$ cat src/s2h_pkg.sv
// Shared types and constants for the serial-to-HID report bridge.
// Used by the front, queue, back and top-level modules; depends on nothing.
package s2h_pkg;

  localparam int unsigned MsgLen        = 9;
  localparam int unsigned ByteCountW    = 4;
  localparam int unsigned PayloadW      = 64;
  localparam int unsigned QueueDepthDef = 4;

  localparam logic [7:0] MSG_MOVE     = 8'h01;
  localparam logic [7:0] MSG_BUTTON   = 8'h02;
  localparam logic [7:0] MSG_KEY      = 8'h03;
  localparam logic [7:0] MSG_MODE_SEL = 8'h04;
  localparam logic [7:0] MSG_WHEEL    = 8'h05;

  localparam logic MODE_BYTE = 1'b0;
  localparam logic MODE_TICK = 1'b1;

  localparam logic REPORT_KEYBOARD = 1'b0;
  localparam logic REPORT_MOUSE    = 1'b1;

  typedef enum logic [2:0] {
    OP_MOVE   = 3'd0,
    OP_BUTTON = 3'd1,
    OP_KEY    = 3'd2,
    OP_SWITCH = 3'd3,
    OP_WHEEL  = 3'd4,
    OP_TICK   = 3'd5
  } s2h_op_e;

  typedef struct packed {
    s2h_op_e               op;
    logic [PayloadW-1:0]   payload;
  } s2h_cmd_t;

  typedef struct packed {
    logic        report_kind;
    logic        last_report;
    logic [7:0]  button_or_modifier_bits;
    logic [47:0] key_codes;
    logic [7:0]  move_x;
    logic [7:0]  move_y;
    logic [7:0]  wheel_vertical;
    logic [7:0]  wheel_horizontal;
    logic        remote_active;
  } s2h_report_t;

endpackage

$ cat src/s2h_front.sv
// Front end: gathers serial bytes into messages and classifies them into commands,
// or in tick mode turns each byte into a tick. Depends on s2h_pkg; feeds the command queue.
module s2h_front (
  input  logic               clk_i,
  input  logic               rst_ni,
  input  logic               in_valid_i,
  output logic               in_ready_o,
  input  logic               mode_i,
  input  logic [7:0]         rx_byte_i,
  output logic               push_valid_o,
  input  logic               push_ready_i,
  output s2h_pkg::s2h_cmd_t  push_cmd_o
);
  import s2h_pkg::*;

  localparam logic [ByteCountW-1:0] LastIdx = ByteCountW'(MsgLen - 1);

  logic [ByteCountW-1:0] byte_count_q, byte_count_d;
  logic [7:0]            type_q, type_d;
  logic [PayloadW-1:0]   payload_q, payload_d;
  logic [PayloadW-1:0]   payload_shift;
  logic                  accept;
  logic                  type_known;
  s2h_op_e               type_op;

  assign in_ready_o    = push_ready_i;
  assign accept        = in_valid_i & in_ready_o;
  assign payload_shift = {rx_byte_i, payload_q[PayloadW-1:8]};

  always_comb begin
    type_known = 1'b1;
    type_op    = OP_MOVE;
    unique case (type_q)
      MSG_MOVE:     type_op = OP_MOVE;
      MSG_BUTTON:   type_op = OP_BUTTON;
      MSG_KEY:      type_op = OP_KEY;
      MSG_MODE_SEL: type_op = OP_SWITCH;
      MSG_WHEEL:    type_op = OP_WHEEL;
      default:      type_known = 1'b0;
    endcase
  end

  always_comb begin
    byte_count_d       = byte_count_q;
    type_d             = type_q;
    payload_d          = payload_q;
    push_valid_o       = 1'b0;
    push_cmd_o.op      = OP_TICK;
    push_cmd_o.payload = payload_shift;
    if (accept) begin
      if (mode_i == MODE_TICK) begin
        push_valid_o = 1'b1;
      end else if (byte_count_q == '0) begin
        type_d       = rx_byte_i;
        byte_count_d = ByteCountW'(1);
      end else begin
        payload_d = payload_shift;
        if (byte_count_q == LastIdx) begin
          byte_count_d  = '0;
          push_valid_o  = type_known;
          push_cmd_o.op = type_op;
        end else begin
          byte_count_d = byte_count_q + ByteCountW'(1);
        end
      end
    end
  end

  always_ff @(posedge clk_i or negedge rst_ni) begin
    if (!rst_ni) begin
      byte_count_q <= '0;
    end else begin
      byte_count_q <= byte_count_d;
    end
  end

  always_ff @(posedge clk_i) begin
    type_q    <= type_d;
    payload_q <= payload_d;
  end

endmodule

$ cat src/s2h_queue.sv
// Short command queue that decouples the front end from the back end.
// Depends on s2h_pkg for the command type.
module s2h_queue #(
  parameter int unsigned Depth = s2h_pkg::QueueDepthDef
) (
  input  logic               clk_i,
  input  logic               rst_ni,
  input  logic               push_valid_i,
  output logic               push_ready_o,
  input  s2h_pkg::s2h_cmd_t  push_cmd_i,
  output logic               pop_valid_o,
  input  logic               pop_ready_i,
  output s2h_pkg::s2h_cmd_t  pop_cmd_o
);
  import s2h_pkg::*;

  localparam int unsigned PtrW = (Depth > 1) ? $clog2(Depth) : 1;
  localparam int unsigned CntW = $clog2(Depth + 1);
  localparam logic [PtrW-1:0] LastPtr = PtrW'(Depth - 1);

  s2h_cmd_t        mem_q [Depth];
  logic [PtrW-1:0] wr_ptr_q, wr_ptr_d;
  logic [PtrW-1:0] rd_ptr_q, rd_ptr_d;
  logic [CntW-1:0] count_q, count_d;
  logic            do_push;
  logic            do_pop;

  assign push_ready_o = (count_q != CntW'(Depth));
  assign pop_valid_o  = (count_q != '0);
  assign pop_cmd_o    = mem_q[rd_ptr_q];
  assign do_push      = push_valid_i & push_ready_o;
  assign do_pop       = pop_valid_o & pop_ready_i;

  always_comb begin
    wr_ptr_d = wr_ptr_q;
    rd_ptr_d = rd_ptr_q;
    count_d  = count_q;
    if (do_push) begin
      wr_ptr_d = (wr_ptr_q == LastPtr) ? '0 : wr_ptr_q + PtrW'(1);
    end
    if (do_pop) begin
      rd_ptr_d = (rd_ptr_q == LastPtr) ? '0 : rd_ptr_q + PtrW'(1);
    end
    if (do_push && !do_pop) begin
      count_d = count_q + CntW'(1);
    end else if (!do_push && do_pop) begin
      count_d = count_q - CntW'(1);
    end
  end

  always_ff @(posedge clk_i or negedge rst_ni) begin
    if (!rst_ni) begin
      wr_ptr_q <= '0;
      rd_ptr_q <= '0;
      count_q  <= '0;
    end else begin
      wr_ptr_q <= wr_ptr_d;
      rd_ptr_q <= rd_ptr_d;
      count_q  <= count_d;
    end
  end

  always_ff @(posedge clk_i) begin
    if (do_push) begin
      mem_q[wr_ptr_q] <= push_cmd_i;
    end
  end

endmodule

$ cat src/s2h_back.sv
// Back end: applies commands to the mouse, keyboard and mode state and builds reports.
// Depends on s2h_pkg; holds the output register of the result channel.
module s2h_back (
  input  logic                  clk_i,
  input  logic                  rst_ni,
  input  logic                  cmd_valid_i,
  output logic                  cmd_ready_o,
  input  s2h_pkg::s2h_cmd_t     cmd_i,
  output logic                  out_valid_o,
  input  logic                  out_ready_i,
  output s2h_pkg::s2h_report_t  report_o
);
  import s2h_pkg::*;

  function automatic logic [7:0] sat8(input logic [15:0] v);
    logic [7:0] r;
    if (!v[15] && (v[14:7] != 8'h00)) begin
      r = 8'h7F;
    end else if (v[15] && (v[14:7] != 8'hFF)) begin
      r = 8'h80;
    end else begin
      r = v[7:0];
    end
    return r;
  endfunction

  logic [15:0] accum_x_q, accum_x_d, accum_y_q, accum_y_d;
  logic [7:0]  wheel_v_q, wheel_v_d, wheel_h_q, wheel_h_d;
  logic [7:0]  buttons_q, buttons_d;
  logic        mouse_dirty_q, mouse_dirty_d;
  logic [7:0]  mods_q, mods_d;
  logic [47:0] keys_q, keys_d;
  logic        kbd_dirty_q, kbd_dirty_d;
  logic        remote_q, remote_d;
  logic        out_valid_q, out_valid_d;
  s2h_report_t report_q, report_d;

  logic        out_free;
  logic        emit;
  logic [7:0]  sat_x, sat_y;
  logic [15:0] rem_x, rem_y;
  logic [7:0]  btn_num;
  logic [2:0]  btn_idx;

  assign out_free = !out_valid_q || out_ready_i;
  assign sat_x    = sat8(accum_x_q);
  assign sat_y    = sat8(accum_y_q);
  assign rem_x    = accum_x_q - {{8{sat_x[7]}}, sat_x};
  assign rem_y    = accum_y_q - {{8{sat_y[7]}}, sat_y};
  assign btn_num  = cmd_i.payload[7:0];
  assign btn_idx  = 3'(btn_num - 8'd1);

  always_comb begin
    accum_x_d     = accum_x_q;
    accum_y_d     = accum_y_q;
    wheel_v_d     = wheel_v_q;
    wheel_h_d     = wheel_h_q;
    buttons_d     = buttons_q;
    mouse_dirty_d = mouse_dirty_q;
    mods_d        = mods_q;
    keys_d        = keys_q;
    kbd_dirty_d   = kbd_dirty_q;
    remote_d      = remote_q;
    cmd_ready_o   = 1'b0;
    emit          = 1'b0;
    report_d      = '0;
    report_d.remote_active = remote_q;
    if (cmd_valid_i) begin
      unique case (cmd_i.op)
        OP_MOVE: begin
          accum_x_d     = accum_x_q + cmd_i.payload[15:0];
          accum_y_d     = accum_y_q + cmd_i.payload[31:16];
          mouse_dirty_d = 1'b1;
          cmd_ready_o   = 1'b1;
        end
        OP_BUTTON: begin
          if ((btn_num >= 8'd1) && (btn_num <= 8'd8)) begin
            buttons_d[btn_idx] = (cmd_i.payload[15:8] != 8'h00);
          end
          mouse_dirty_d = 1'b1;
          cmd_ready_o   = 1'b1;
        end
        OP_KEY: begin
          mods_d      = cmd_i.payload[7:0];
          keys_d      = cmd_i.payload[63:16];
          kbd_dirty_d = 1'b1;
          cmd_ready_o = 1'b1;
        end
        OP_SWITCH: begin
          remote_d      = (cmd_i.payload[7:0] == 8'd1);
          accum_x_d     = '0;
          accum_y_d     = '0;
          wheel_v_d     = '0;
          wheel_h_d     = '0;
          mouse_dirty_d = 1'b0;
          cmd_ready_o   = 1'b1;
        end
        OP_WHEEL: begin
          wheel_v_d     = wheel_v_q + cmd_i.payload[7:0];
          wheel_h_d     = wheel_h_q + cmd_i.payload[23:16];
          mouse_dirty_d = 1'b1;
          cmd_ready_o   = 1'b1;
        end
        OP_TICK: begin
          if (out_free) begin
            if (kbd_dirty_q) begin
              emit                             = 1'b1;
              report_d.report_kind             = REPORT_KEYBOARD;
              report_d.last_report             = !mouse_dirty_q;
              report_d.button_or_modifier_bits = mods_q;
              report_d.key_codes               = keys_q;
              kbd_dirty_d                      = 1'b0;
              cmd_ready_o                      = !mouse_dirty_q;
            end else if (mouse_dirty_q) begin
              emit                             = 1'b1;
              report_d.report_kind             = REPORT_MOUSE;
              report_d.last_report             = 1'b1;
              report_d.button_or_modifier_bits = buttons_q;
              report_d.move_x                  = sat_x;
              report_d.move_y                  = sat_y;
              report_d.wheel_vertical          = wheel_v_q;
              report_d.wheel_horizontal        = wheel_h_q;
              accum_x_d                        = rem_x;
              accum_y_d                        = rem_y;
              wheel_v_d                        = '0;
              wheel_h_d                        = '0;
              mouse_dirty_d = remote_q && ((rem_x != 16'h0000) || (rem_y != 16'h0000));
              cmd_ready_o                      = 1'b1;
            end else begin
              cmd_ready_o = 1'b1;
            end
          end
        end
        default: cmd_ready_o = 1'b1;
      endcase
    end
    if (emit) begin
      out_valid_d = 1'b1;
    end else begin
      out_valid_d = out_valid_q && !out_ready_i;
    end
  end

  always_ff @(posedge clk_i or negedge rst_ni) begin
    if (!rst_ni) begin
      accum_x_q     <= '0;
      accum_y_q     <= '0;
      wheel_v_q     <= '0;
      wheel_h_q     <= '0;
      buttons_q     <= '0;
      mouse_dirty_q <= 1'b0;
      mods_q        <= '0;
      keys_q        <= '0;
      kbd_dirty_q   <= 1'b0;
      remote_q      <= 1'b0;
      out_valid_q   <= 1'b0;
    end else begin
      accum_x_q     <= accum_x_d;
      accum_y_q     <= accum_y_d;
      wheel_v_q     <= wheel_v_d;
      wheel_h_q     <= wheel_h_d;
      buttons_q     <= buttons_d;
      mouse_dirty_q <= mouse_dirty_d;
      mods_q        <= mods_d;
      keys_q        <= keys_d;
      kbd_dirty_q   <= kbd_dirty_d;
      remote_q      <= remote_d;
      out_valid_q   <= out_valid_d;
    end
  end

  always_ff @(posedge clk_i) begin
    if (emit) begin
      report_q <= report_d;
    end
  end

  assign out_valid_o = out_valid_q;
  assign report_o    = report_q;

endmodule

$ cat src/serial_to_hid_report_bridge.sv
// Serial-to-HID report bridge: 9-byte serial messages update mouse and keyboard state,
// and each send-slot tick emits a keyboard report and/or a mouse report for whichever state is dirty.
// Throughput: one input item per cycle while the command queue has room; a tick that yields two
// reports holds the back end until both are emitted, and the command queue absorbs items meanwhile.
// Each report is registered: the back end writes it into the output register while serving the tick.
// Reset (asynchronous, active low) clears back-end state, byte count, queue pointers and output valid.
module serial_to_hid_report_bridge #(
  parameter int unsigned QueueDepth = s2h_pkg::QueueDepthDef
) (
  input  logic        clk_i,
  input  logic        rst_ni,
  input  logic        in_valid_i,
  output logic        in_ready_o,
  input  logic        mode_i,
  input  logic [7:0]  rx_byte_i,
  output logic        out_valid_o,
  input  logic        out_ready_i,
  output logic        report_kind_o,
  output logic        last_report_o,
  output logic [7:0]  button_or_modifier_bits_o,
  output logic [47:0] key_codes_o,
  output logic [7:0]  move_x_o,
  output logic [7:0]  move_y_o,
  output logic [7:0]  wheel_vertical_o,
  output logic [7:0]  wheel_horizontal_o,
  output logic        remote_active_o
);
  import s2h_pkg::*;

  logic        push_valid, push_ready;
  s2h_cmd_t    push_cmd;
  logic        pop_valid, pop_ready;
  s2h_cmd_t    pop_cmd;
  s2h_report_t report;

  s2h_front u_front (
    .clk_i        (clk_i),
    .rst_ni       (rst_ni),
    .in_valid_i   (in_valid_i),
    .in_ready_o   (in_ready_o),
    .mode_i       (mode_i),
    .rx_byte_i    (rx_byte_i),
    .push_valid_o (push_valid),
    .push_ready_i (push_ready),
    .push_cmd_o   (push_cmd)
  );

  s2h_queue #(
    .Depth (QueueDepth)
  ) u_queue (
    .clk_i        (clk_i),
    .rst_ni       (rst_ni),
    .push_valid_i (push_valid),
    .push_ready_o (push_ready),
    .push_cmd_i   (push_cmd),
    .pop_valid_o  (pop_valid),
    .pop_ready_i  (pop_ready),
    .pop_cmd_o    (pop_cmd)
  );

  s2h_back u_back (
    .clk_i       (clk_i),
    .rst_ni      (rst_ni),
    .cmd_valid_i (pop_valid),
    .cmd_ready_o (pop_ready),
    .cmd_i       (pop_cmd),
    .out_valid_o (out_valid_o),
    .out_ready_i (out_ready_i),
    .report_o    (report)
  );

  assign report_kind_o             = report.report_kind;
  assign last_report_o             = report.last_report;
  assign button_or_modifier_bits_o = report.button_or_modifier_bits;
  assign key_codes_o               = report.key_codes;
  assign move_x_o                  = report.move_x;
  assign move_y_o                  = report.move_y;
  assign wheel_vertical_o          = report.wheel_vertical;
  assign wheel_horizontal_o        = report.wheel_horizontal;
  assign remote_active_o           = report.remote_active;

  a_mouse_is_last: assert property (@(posedge clk_i) disable iff (!rst_ni)
    (out_valid_o && (report_kind_o == REPORT_MOUSE)) |-> last_report_o)
    else $error("Mouse report not marked as last.");

  a_mouse_no_keys: assert property (@(posedge clk_i) disable iff (!rst_ni)
    (out_valid_o && (report_kind_o == REPORT_MOUSE)) |-> (key_codes_o == 48'h0))
    else $error("Mouse report carries key codes.");

  a_kbd_then_mouse: assert property (@(posedge clk_i) disable iff (!rst_ni)
    (out_valid_o && out_ready_i && (report_kind_o == REPORT_KEYBOARD) && !last_report_o)
    |=> (out_valid_o && (report_kind_o == REPORT_MOUSE)))
    else $error("Keyboard report not followed by mouse report.");

endmodule
$ cat config.mk
export PLATFORM = sky130hd
export DESIGN_NAME = serial_to_hid_report_bridge
export DESIGN_NICKNAME = d
export VERILOG_FILES = /design/src/s2h_pkg.sv /design/src/s2h_front.sv /design/src/s2h_queue.sv /design/src/s2h_back.sv /design/src/serial_to_hid_report_bridge.sv
export SDC_FILE = /design/constraint.sdc
export NUM_CORES = 1
export LEC_CHECK = 0
export ABC_AREA = 1
export BUFFER_PORTS_ARGS = -buffer_cell sky130_fd_sc_hd__buf_2
export CAP_MARGIN = 20
export CORE_ASPECT_RATIO = 1.75
export CORE_MARGIN = 1.5
export CORE_UTILIZATION = 55
export DETAILED_ROUTE_END_ITERATION = 16
export PLACE_DENSITY = 0.72
export SLEW_MARGIN = 20
export SYNTH_ARGS = -nofsm -noshare
export SYNTH_HDL_FRONTEND = slang
export SYNTH_HIERARCHICAL = 1
export SYNTH_SLANG_ARGS = --single-unit
$ cat constraint.sdc
create_clock -name clk_i -period 12.34 [get_ports clk_i]
set_clock_uncertainty 0.15 [all_clocks]
set_input_delay 1.851 -clock clk_i [delete_from_list [all_inputs] [get_ports clk_i]]
set_output_delay 1.851 -clock clk_i [all_outputs]
set_load 0.02 [all_outputs]
==> results.py <==
metrics = {
    "synthesis": {
        "synth.avg_cell_area_um2": 10.5,
        "syn_nets": 2536,
        "synthCells": 2430,
        "synth.distinct_cells": 59,
        "synth-main-ff-cell": "edfxtp_1",
        "yosysSeqAreaShare": 0.621,
        "syn_area_mm2": 0.0256,
        "yosys_warnings": 6,
        "async_flop_share": 0.231,
        "synth_edf_count": 423,
        "ys_seq_elements": 550,
    },
    "clock_network": {
        "cts.sinks": 550,
        "root_buffer": "clkbuf_16",
        "cts_hold_buf": 0,
        "tritoncts": "done",
        "ctsResizeCount": 0,
        "clkSlewWorstSetupHoldPaths_ns": 0.07,
        "cts_made_buffers": 47,
        "clockBufferDepth": 3,
        "clkLatencyLatePin_ns": 0.58,
        "post_cts_buffers": 0,
        "cts_max_level": 2,
    },
    "detailed_routing": {
        "drc": 0,
        "drt-initial-drc-count": 1179,
        "ant_nets": 0,
        "vias": 17347,
        "viasPerCell": 5.54,
        "avgRoutedWirePerCell_um": 18.5,
        "drt_pass1_iterations": 6,
        "drt_wl_total_um": 57800,
    },
    "global_routing": {
        "groute.usage.overall": 0.242,
        "grt_pass1_wl_um": 90700,
        "use_met3": 0.0275,
        "grt_pass1_vias": 17623,
        "met2_usage": 0.462,
        "use_met1": 0.256,
        "grt_max_degree": 129,
        "antenna_found_initial": 0,
        "gr-max-usage-layer": "met2",
        "overflow": 0,
    },
    "sta": {
        "fin_crit_ns": 5.07,
        "clock.fmax_ghz": 0.197,
        "hold_slack_ns": 0.343,
        "fin_crit_sh": 0.411,
        "rsz0062_at_grt": "no",
        "slew_headroom": 0.275,
        "hold_viol": 0,
        "tns_ns": 0,
        "max_slew.worst_pin.slew_ns": 1.09,
        "slew_viol_final": 0,
        "setup_viol": 0,
    },
    "finish": {
        "nNetsFinal": 2616,
        "fin_area_mm2": 0.0280,
        "mostFrequentLayoutCells": "482 x nand2_1, 423 x edfxtp_1, 349 x inv_1",
        "diodes": 0,
        "layout_commonest_cell": "nand2_1",
        "instances_no_fill": 3132,
        "drive_above_1_share": 0.0953,
        "fill_cells": 3661,
        "syn_to_final_growth_pct": 9.46,
    },
    "worst_setup_path": {
        "cp_common_cell": "buf_4",
        "crit_path_max_fanout": 77,
        "arrival_ns": 5.12,
        "end_kind": "flop",
        "r2r_slack_ns": 7.27,
        "cp.required_ns": 12.38,
        "path_cells": "buf_4 -> inv_2 -> buf_4 -> o211ai_1 -> nand2_1 -> inv_1 -> nor2_1 -> nand2_1 -> buf_4 -> nor2_1 -> inv_1 -> nor2_4 -> buf_4",
        "crit_path_top_delay_cell": "buf_4",
        "path_class": "reg -> reg",
        "max_stage_delay_ns": 0.86,
        "cp-start-kind": "flop",
    },
    "power_and_ir_drop": {
        "ir_drop_v": 0.000241,
        "power_density_mw_per_mm2": 296,
        "static-leakage-power_nw": 11.9,
    },
    "floorplanning": {
        "core-area_mm2": 0.0459,
        "dieHeight_um": 288,
        "die_w_um": 166,
        "dieArea_mm2": 0.0479,
        "pin_count": 106,
        "rows": 104,
        "initial_core_util": 0.557,
    },
    "outcome": {
        "status": "completed",
    },
    "hold_path": {
        "min_path_type": "reg -> reg",
    },
    "placement": {
        "numPortBuffers": 105,
        "dpl.hpwl_um": 39300,
        "gp_congestion": 0.934,
        "dpl.cell_count": 3044,
        "detailed_place.area_mm2": 0.0264,
    },
    "job": {
        "drv_cap": 0,
    },
}
per-stage QoR:
stage / power [mW] / setup slack, ns / utilization
floorplan: 5.75 / 5.44 / -
global placement: 6.68 / 7.33 / 0.575
detailed placement: 6.79 / 7.25 / 0.575
CTS: 8.30 / 7.24 / 0.610
global route: 8.90 / 6.87 / 0.610
finish: 8.28 / 7.27 / 0.610
state kept, by name, indices dropped and copies added (netlist names), 4 cells and up:
| signal | count |
|---|---|
| u_back/accum_x_q | 16 |
| u_back/accum_y_q | 16 |
| u_back/buttons_q | 8 |
| u_back/keys_q | 48 |
| u_back/mods_q | 8 |
| u_back/report_o | 91 |
| u_back/wheel_h_q | 8 |
| u_back/wheel_v_q | 8 |
| u_front/byte_count_q | 4 |
| u_front/payload_q | 56 |
| u_front/type_q | 8 |
| u_queue/mem_q | 268 |
layout make-up:
| type | instances | area [um^2] | area share |
|---|---|---|---|
| Sequential cell | 550 | 15900 | 0.567 |
| Timing Repair Buffer | 121 | 656 | 0.0234 |
| Clock buffer | 58 | 1280 | 0.0457 |
| Clock inverter | 30 | 307 | 0.0109 |
| Inverter | 360 | 1360 | 0.0486 |
| Multi-Input combinational cell | 1430 | 7780 | 0.278 |
| Tap cell | 583 | 729 | 0.0261 |
kinds of logic after synthesis:
group | share of synthesized area
compound gates | 0.0980
xor+xnor | 0.00959
fa+ha+maj | 0.0475
buf+inv | 0.0769
flops | 0.621
mux | 0.00333
simple gates | 0.144
report_power, final:
part | switching [mW] | internal [mW] | leakage, nW | total, mW
Combinational | 2.78 | 1.28 | 5.81 | 4.06
Sequential | 0.242 | 2.48 | 5.34 | 2.72
Clock | 0.668 | 0.832 | 0.786 | 1.50
worst max-delay path, delay by kind of cell (launching register included):
| kind | cells | cell delay (ns) |
|---|---|---|
| flip-flops | 1 | 0.38 |
| buffers and inverters | 7 | 2.53 |
| AO/OA/AOI/OAI | 1 | 0.18 |
| AND/OR/NAND/NOR | 5 | 1.27 |
Yosys cell counts, types with 2 or more instances:
master / number / area [um^2]
o211ai_1: 135 / 1010
fa_1: 7 / 140
a21o_1: 9 / 67.6
a21boi_0: 2 / 15.0
nor4_1: 5 / 31.3
edfxtp_1: 423 / 12700
xor2_1: 17 / 149
buf_4: 16 / 120
o21bai_1: 5 / 37.5
a31oi_1: 25 / 156
nand3_2: 2 / 20.0
nor2_2: 5 / 31.3
buf_6: 22 / 248
nor3_1: 11 / 55.1
nand3b_1: 4 / 30.0
ha_1: 86 / 1080
clkbuf_1: 31 / 116
nand4_1: 23 / 144
mux2i_1: 7 / 70.1
o21ai_0: 77 / 385
inv_1: 349 / 1310
a21oi_1: 119 / 596
o22ai_1: 16 / 100
or2_2: 4 / 25.0
nand2_4: 3 / 33.8
nand2_2: 4 / 25.0
nand3_1: 87 / 435
nor2_4: 2 / 22.5
buf_2: 18 / 90.1
o32ai_1: 2 / 17.5
dfrtp_1: 127 / 3180
inv_2: 8 / 30.0
nand2_1: 483 / 1810
o21ai_1: 5 / 25.0
nor2_1: 257 / 965
xnor2_1: 11 / 96.3
layer usage:
layer / wire length, um / share of wire
met3: 2310 / 0.040
met5: 0 / 0
met1: 20900 / 0.36
met2: 31400 / 0.54
met4: 3120 / 0.054
path summary, 6_finish.rpt:
check	endpoint	cells after the start	from
max	u_back/report_o[72]$_SDFFCE_PN0P_	13	u_queue/rd_ptr_q[1]$_DFFE_PN0P_
min reg2reg	u_back/keys_q[1]$_DFFE_PN0P_	2	u_back/keys_q[1]$_DFFE_PN0P_
max in group asynchronous	u_back/keys_q[0]$_DFFE_PN0P_	2	rst_ni
max reg2reg	u_back/report_o[72]$_SDFFCE_PN0P_	13	u_queue/rd_ptr_q[1]$_DFFE_PN0P_
min in group asynchronous	u_back/keys_q[18]$_DFFE_PN0P_	1	rst_ni
min	u_back/keys_q[1]$_DFFE_PN0P_	2	u_back/keys_q[1]$_DFFE_PN0P_
Power figures use the tool's default switching activity.
